## src/rtl/mpq_pkg.sv

```systemverilog
// Shared types and constants for the multilevel priority FIFO.
package mpq_pkg;

	localparam int LEVELS_DEF      = 16;
	localparam int LEVEL_DEPTH_DEF = 16;
	localparam int HANDLE_BITS_DEF = 16;

	// fixed port field widths
	localparam int PRI_W    = 4;
	localparam int HANDLE_W = 16;
	localparam int COUNT_W  = 9;

	typedef enum logic {
		OP_ENQ = 1'b0,
		OP_DEQ = 1'b1
	} op_t;

	typedef enum logic [1:0] {
		ST_OK    = 2'd0,
		ST_EMPTY = 2'd1,
		ST_FULL  = 2'd2
	} status_t;

	// decision for the request being taken this cycle
	typedef struct packed {
		logic    wr_en;
		logic    rd_en;
		status_t status;
	} ctl_t;

endpackage

```

## src/rtl/mpq_level_ctl.sv

```systemverilog
// Per-level head/tail/count table, level select and occupancy tracking.
module mpq_level_ctl #(
	parameter int LEVELS      = mpq_pkg::LEVELS_DEF,
	parameter int LEVEL_DEPTH = mpq_pkg::LEVEL_DEPTH_DEF
) (
	input  logic                             clk,
	input  logic                             arst_n,
	input  logic                             req_valid,
	input  mpq_pkg::op_t                     op,
	input  logic [mpq_pkg::PRI_W-1:0]        pri,
	output mpq_pkg::ctl_t                    ctl,
	output logic [$clog2(LEVELS)-1:0]        lvl,
	output logic [$clog2(LEVEL_DEPTH)-1:0]   slot,
	output logic [mpq_pkg::COUNT_W-1:0]      total_after
);

	localparam int LVL_W = $clog2(LEVELS);
	localparam int PTR_W = $clog2(LEVEL_DEPTH);
	localparam int CNT_W = $clog2(LEVEL_DEPTH + 1);
	localparam int TOT_W = $clog2(LEVELS * LEVEL_DEPTH + 1);

	logic [PTR_W-1:0] head_q [LEVELS];
	logic [PTR_W-1:0] tail_q [LEVELS];
	logic [CNT_W-1:0] cnt_q  [LEVELS];
	logic [TOT_W-1:0] total_q;

	logic             found;
	logic [LVL_W-1:0] deq_lvl;
	logic [LVL_W-1:0] sel_lvl;
	logic             in_range;
	logic [CNT_W-1:0] sel_cnt;
	logic [PTR_W-1:0] sel_slot;
	logic [PTR_W-1:0] next_slot;
	logic             enq_ok;
	logic             deq_ok;
	logic [TOT_W-1:0] total_nxt;

	// priority encoder over non-empty levels, lowest index wins
	always_comb begin
		found   = 1'b0;
		deq_lvl = '0;
		for (int i = LEVELS - 1; i >= 0; i--) begin
			if (cnt_q[i] != '0) begin
				found   = 1'b1;
				deq_lvl = LVL_W'(i);
			end
		end
	end

	assign in_range  = 32'(pri) < 32'(LEVELS);
	assign sel_lvl   = (op == mpq_pkg::OP_DEQ) ? deq_lvl : LVL_W'(pri);
	assign sel_cnt   = cnt_q[sel_lvl];
	assign sel_slot  = (op == mpq_pkg::OP_DEQ) ? head_q[sel_lvl] : tail_q[sel_lvl];
	assign next_slot = (sel_slot == PTR_W'(LEVEL_DEPTH - 1)) ? '0 : sel_slot + 1'b1;

	assign enq_ok = (op == mpq_pkg::OP_ENQ) && in_range
		&& (sel_cnt != CNT_W'(LEVEL_DEPTH));
	assign deq_ok = (op == mpq_pkg::OP_DEQ) && found;

	always_comb begin
		total_nxt = total_q;
		if (enq_ok) begin
			total_nxt = total_q + 1'b1;
		end else if (deq_ok) begin
			total_nxt = total_q - 1'b1;
		end
	end

	always_comb begin
		ctl.wr_en = req_valid && enq_ok;
		ctl.rd_en = req_valid && deq_ok;
		if (op == mpq_pkg::OP_DEQ) begin
			ctl.status = found ? mpq_pkg::ST_OK : mpq_pkg::ST_EMPTY;
		end else begin
			ctl.status = enq_ok ? mpq_pkg::ST_OK : mpq_pkg::ST_FULL;
		end
	end

	assign lvl         = sel_lvl;
	assign slot        = sel_slot;
	assign total_after = mpq_pkg::COUNT_W'(total_nxt);

	always_ff @(posedge clk or negedge arst_n) begin
		if (!arst_n) begin
			for (int i = 0; i < LEVELS; i++) begin
				head_q[i] <= '0;
				tail_q[i] <= '0;
				cnt_q[i]  <= '0;
			end
			total_q <= '0;
		end else if (req_valid) begin
			if (enq_ok) begin
				tail_q[sel_lvl] <= next_slot;
				cnt_q[sel_lvl]  <= sel_cnt + 1'b1;
			end else if (deq_ok) begin
				head_q[sel_lvl] <= next_slot;
				cnt_q[sel_lvl]  <= sel_cnt - 1'b1;
			end
			total_q <= total_nxt;
		end
	end

endmodule

```

## config.mk

```make
export PLATFORM = sky130hd
export DESIGN_NAME = mpq_level_ctl
export DESIGN_NICKNAME = d
export VERILOG_FILES = /design/src/rtl/mpq_pkg.sv /design/src/rtl/mpq_level_ctl.sv
export SDC_FILE = /design/constraint.sdc
export NUM_CORES = 1
export LEC_CHECK = 0
export ABC_CLOCK_PERIOD_IN_PS = 6100
export BUFFER_PORTS_ARGS = -buffer_cell sky130_fd_sc_hd__clkbuf_2
export CORE_ASPECT_RATIO = 1.1
export CORE_MARGIN = 2
export CORE_UTILIZATION = 57
export DETAILED_ROUTE_END_ITERATION = 8
export PLACE_DENSITY = 0.77
export SETUP_SLACK_MARGIN = 0.5
export SYNTH_ARGS = -nofsm -noshare
export SYNTH_HDL_FRONTEND = slang
export SYNTH_SLANG_ARGS = --single-unit
```

## constraint.sdc

```tcl
create_clock -name clk -period 6.1 [get_ports clk]
set_clock_uncertainty 0.2 [all_clocks]
set_input_delay 0.915 -clock clk [delete_from_list [all_inputs] [get_ports clk]]
set_output_delay 0.915 -clock clk [all_outputs]
set_load 0.02 [all_outputs]
```

== Yosys cells after proc, flatten, opt, wreduce, memory -nomap -nowiden ==
Index checks and enable logic that the tools add are counted.

* Register bits: 217
* Output and inout port bits: 21

* $add $sub $neg: 5
* Order comparisons: 2
* Equal/unequal tests: 2
* Mux-type cells: 59
* Bitwise gates (word level): 3
* Reductions and logical operators: 25

{| class="wikitable"
|+ Operators with widths
! kind !! number
|-
| 80-bit bitwise mux || 2
|-
| 80-bit 2-to-1 mux || 2
|-
| 64-bit bitwise mux || 2
|-
| 4-bit 2-to-1 mux || 24
|-
| 5-bit nonzero test || 16
|-
| 4-bit binary-select mux with 4-bit select || 2
|-
| 5-bit binary-select mux with 4-bit select || 1
|-
| 5-bit demux with 4-bit select || 1
|-
| 9-bit 2-to-1 mux || 2
|-
| 1-bit 2-to-1 mux || 17
|-
| 4-bit demux with 4-bit select || 1
|-
| 5-bit 2-to-1 mux || 3
|-
| 9-bit by 1-bit adder with 9-bit output, second input constant || 1
|-
| 9-bit by 1-bit subtractor with 9-bit output, second input constant || 1
|-
| 5-bit by 1-bit adder with 5-bit output, second input constant || 1
|-
| 5-bit >= comparator, second input constant || 1
|-
| 1-bit logical AND || 5
|-
| 5-bit by 1-bit less-than comparator with 1-bit output, second input constant || 1
|-
| 5-bit inequality test, second input constant || 1
|-
| 4-bit NOT with 5-bit output || 1
|-
| 5-bit by 1-bit subtractor with 5-bit output, second input constant || 1
|-
| 4-bit by 1-bit adder with 4-bit output, second input constant || 1
|-
| 4-bit == test, second input constant || 1
|-
| 2-bit 2-to-1 mux || 2
|-
| 4 further kinds || 6
|}

== Longest topological paths before layout ==
* Word-level depth: 26
* Depth in mapped cells: 20
* Depth with buffers taken out: 17

== Worst setup path before layout ==
Ideal clock, no wire load.

* Path type: register to output
* Start: register (tool-made name)
* End: output port total_after[2] (netlist name)
* Arrival: 4.824 ns
* Slack: 0.161 ns
* Stages on the path, launching flop included: 20
* Path buffers: 4
* Path through: dfrtp_1 or4_1 or4_1 o211a_1 o21ai_4 inv_2 buf_6 buf_2 nor2_2 o211ai_1 and4_1 inv_2 clkbuf_1 ha_1 nand2_1 a211oi_1 a31o_4 buf_6 o21ai_0 xor2_1

{| class="wikitable"
|+ RTL lines
! element !! line !! source
|-
| to (decl) || mpq_level_ctl.sv:14 || <nowiki>output logic [mpq_pkg::COUNT_W-1:0] total_after</nowiki>
|}

==> metrics.yaml <==
critical_path:
  critical_path_class: "register to output pin"
  crit_fanout: 6
  path_cells: "or4_4, or4_4, or3_4, nand4_4, inv_4, buf_4, buf_4, a221oi_4, a21oi_2, a221oi_1, a211o_2, a31oi_1, buf_4, a31oi_4, xnor2_2, buf_4"
  cp.arrival_ns: 4.90
  cp.required_ns: 4.98
  crit_path_frequent_cell: "buf_4"
  critPathLaunchType: "register"
  r2r_slack_ns: 0.39
  crit_path_top_delay_cell: "or4_4"
  cp-end-kind: "output pin"
  slowest_delay_ns: 0.55
  crit_family: "simple AND/OR/NAND/NOR gates"
  path_buf_inv: 5
sta:
  post-route-period-util_pct: 98.59
  finalSetupTns_ns: 0
  setup_violations: 0
  layout_min_cycle_time_ns: 6.014
  slew_headroom_pct: 24.29
  final_max_slew_viol_count: 0
  final_hold_viol_count: 0
  fmax_mhz: 166.3
  rsz0062_at_grt: "true"
  worst_pin_slew_ns: 1.136
global_route:
  grt_overflow: 0
  grt_pass1_vias: 9674
  antenna_found_initial: 0
  grt_first_pass_wirelength_mm: 53.34
  track_usage_pct: 31.74
  grt_max_degree: 116
min_path:
  hold_path_class: "input pin to async pin"
yosys:
  async_reset_ff_share_pct: 100.0
  synth_area_um2: 11500
  ys.flop_type: "dfrtp_1"
  syn_nets: 1066
  synth_edf_count: 0
  yosys_warnings: 0
  ys_seq_area_share_pct: 47.20
  syn-mean-instance-area_um2: 10.91
  yosysUniqueCellTypes: 74
  syn_inst: 1054
  ys_seq_elements: 217
clock_network:
  clk_pin_slew_ns: 0.06
  cts_tree: "built"
  clockRootBuffer: "clkbuf_16"
  clock_sinks: 217
  cts_buffers: 23
  htree_levels: 1
  insertion_delay_ns: 0.54
  clock_path_buffers: 3
cells_and_area:
  diodes: 0
  design_area_um2: 13810
  nets: 1169
  layout-drive-gt1-share_pct: 35.78
  syn2layout_area_growth_pct: 20.03
die:
  die_w_um: 139.5
  initial_core_util_pct: 58.11
  ios: 29
  die_h_um: 153.0
  core_area_um2: 19800
  row_count: 54
  dieArea_um2: 21340
drt:
  route.vias.total: 9559
  wl_per_cell_um: 24.82
  viasPerCell: 6.717
  drtIter0Drc: 1132
  antenna_left: 0
  drc_errors: 0
  wl_mm: 35.32
  drt_first_pass_iters: 6
place:
  io_buffers: 28
  place_congestion: 1.004
  dp_hpwl_mm: 22.13
  place_area_um2: 12000
pwr:
  ir_worst_vdd_mv: 0.4004
  leakagePower_nw: 6.258
  cellPowerDensity_nw_per_um2: 466.4
outcome:
  status: "complete, no violations"
job:
  drv_cap: 0
worst paths after layout:
check	startpoint	to	depth (start not counted)
worst max-delay path	register	total_after[5]	16
worst min-delay path	arst_n	total_q[8]	1
worst max register to register	register	cnt_q[41]	21
worst min register to register	head_q[62]	head_q[62]	2
max in group asynchronous	arst_n	async pin	2
min in group clk	head_q[62]	head_q[62]	2
synthesized netlist by cell type, drive strengths merged, types with 3 or more instances:
cell type	number	area share, %
dfrtp	217	47
mux2	200	20
nand2	156	5.1
mux2i	62	5.4
nor2	61	2.1
nand3	34	1.5
o21ai	31	1.4
buf	28	1.5
clkbuf	26	0.85
a21oi	23	1.1
inv	20	0.65
or4	16	1.0
a211oi	15	1.1
o211ai	13	0.85
and3	12	0.65
nor4	12	0.65
a31oi	11	0.65
xnor2	11	0.84
nor3	9	0.39
xor2	9	0.75
a221oi	7	0.59
nand4	6	0.38
o2111ai	6	0.46
a221o	4	0.35
a32o	4	0.35
ha	4	0.44
o22ai	4	0.27
o32ai	4	0.30
a211o	3	0.24
a22o	3	0.23
and2	3	0.16
and4	3	0.23
o31ai	3	0.24
or2	3	0.16
through the flow:
| stage | hold slack, ns | worst slack (ns) | utilization [%] | power (mW) | std cells |
|---|---|---|---|---|---|
| final | 0.2396 | 0.08616 | 69.75 | 6.440 | 1423 |
| after global routing | 0.3025 | 0.07099 | 69.75 | 6.732 | 1423 |
| after CTS | 0.2844 | 0.3646 | 68.01 | 6.161 | 1405 |
| after detailed placement | 0.2709 | 0.3352 | 60.61 | 4.531 | 1316 |
| after global placement | 0.2623 | 0.3078 | 60.61 | 4.457 | 1316 |
| after floorplan | 0.2492 | 0.4996 | - | 3.819 | 1054 |
power by group:
group,internal [mW],switching (mW)
clock,0.739,0.579
sequential,2.01,0.493
combinational,1.20,1.42
total,3.95,2.49
final cells by class:
type,count,area (µm²)
Clock buffer,37,658.1
Clock inverter,2,28.78
Fill cell,1397,5988
Inverter,21,86.33
Multi-Input combinational cell,762,6223
Sequential cell,217,5430
Tap cell,252,315.3
Timing Repair Buffer,132,1066
registers in the layout (all words and copies together) (netlist names), named ones only:
signal   count
total_q      9
tail_q      64
cnt_q       64
head_q      64
worst register-to-register path, delay by kind of cell (launching register included):
| kind | cells | cell delay [ns] |
|---|---|---|
| AOI/OAI and AO/OA | 5 | 1.26 |
| buffers and inverters | 9 | 1.22 |
| DFF | 1 | 0.42 |
| muxes | 2 | 0.55 |
| and+or+nand+nor | 5 | 1.94 |
repair_timing:
action	CTS	global route
pin swaps	22	20
gates cloned	1	0
setup buffers	49	18
endpoints found under the setup margin	37	141
hold buffers	0	0
resized for setup	77	47
layer usage:
metal | global-route usage, % | up-vias | wire length (µm)
li1 | - | 4054 | -
met1 | 41.81 | 4734 | 13640
met2 | 51.82 | 583 | 16870
met4 | 14.81 | 0 | 1945
met3 | 5.075 | 188 | 2854
met5 | 0 | - | 0
placed cells by master, fill, tap and decap left out, drive strengths merged, types with 11 or more instances in the layout:
cell type / synthesis / layout
o211ai: 13 / 13
a211oi: 15 / 15
mux2i: 62 / 62
mux2: 200 / 200
nor2: 61 / 61
clkbuf: 26 / 58
or4: 16 / 16
a31oi: 11 / 11
dfrtp: 217 / 217
nor4: 12 / 12
nand2: 156 / 156
xnor2: 11 / 11
nand3: 34 / 34
o21ai: 31 / 31
buf: 28 / 110
inv: 20 / 21
a21oi: 23 / 23
and3: 12 / 12
kinds of logic after synthesis:
kind of cell,count (synthesis),share of synthesized area (%)
adders and majority gates,4,0.4351
AOI/OAI and AO/OA,150,9.669
buffers and inverters,75,3.002
DFF,217,47.20
muxes,262,24.97
xor gates and xnor gates,20,1.588
and+or+nand+nor,326,13.13
No activity file was read; power rests on OpenSTA's default activity.
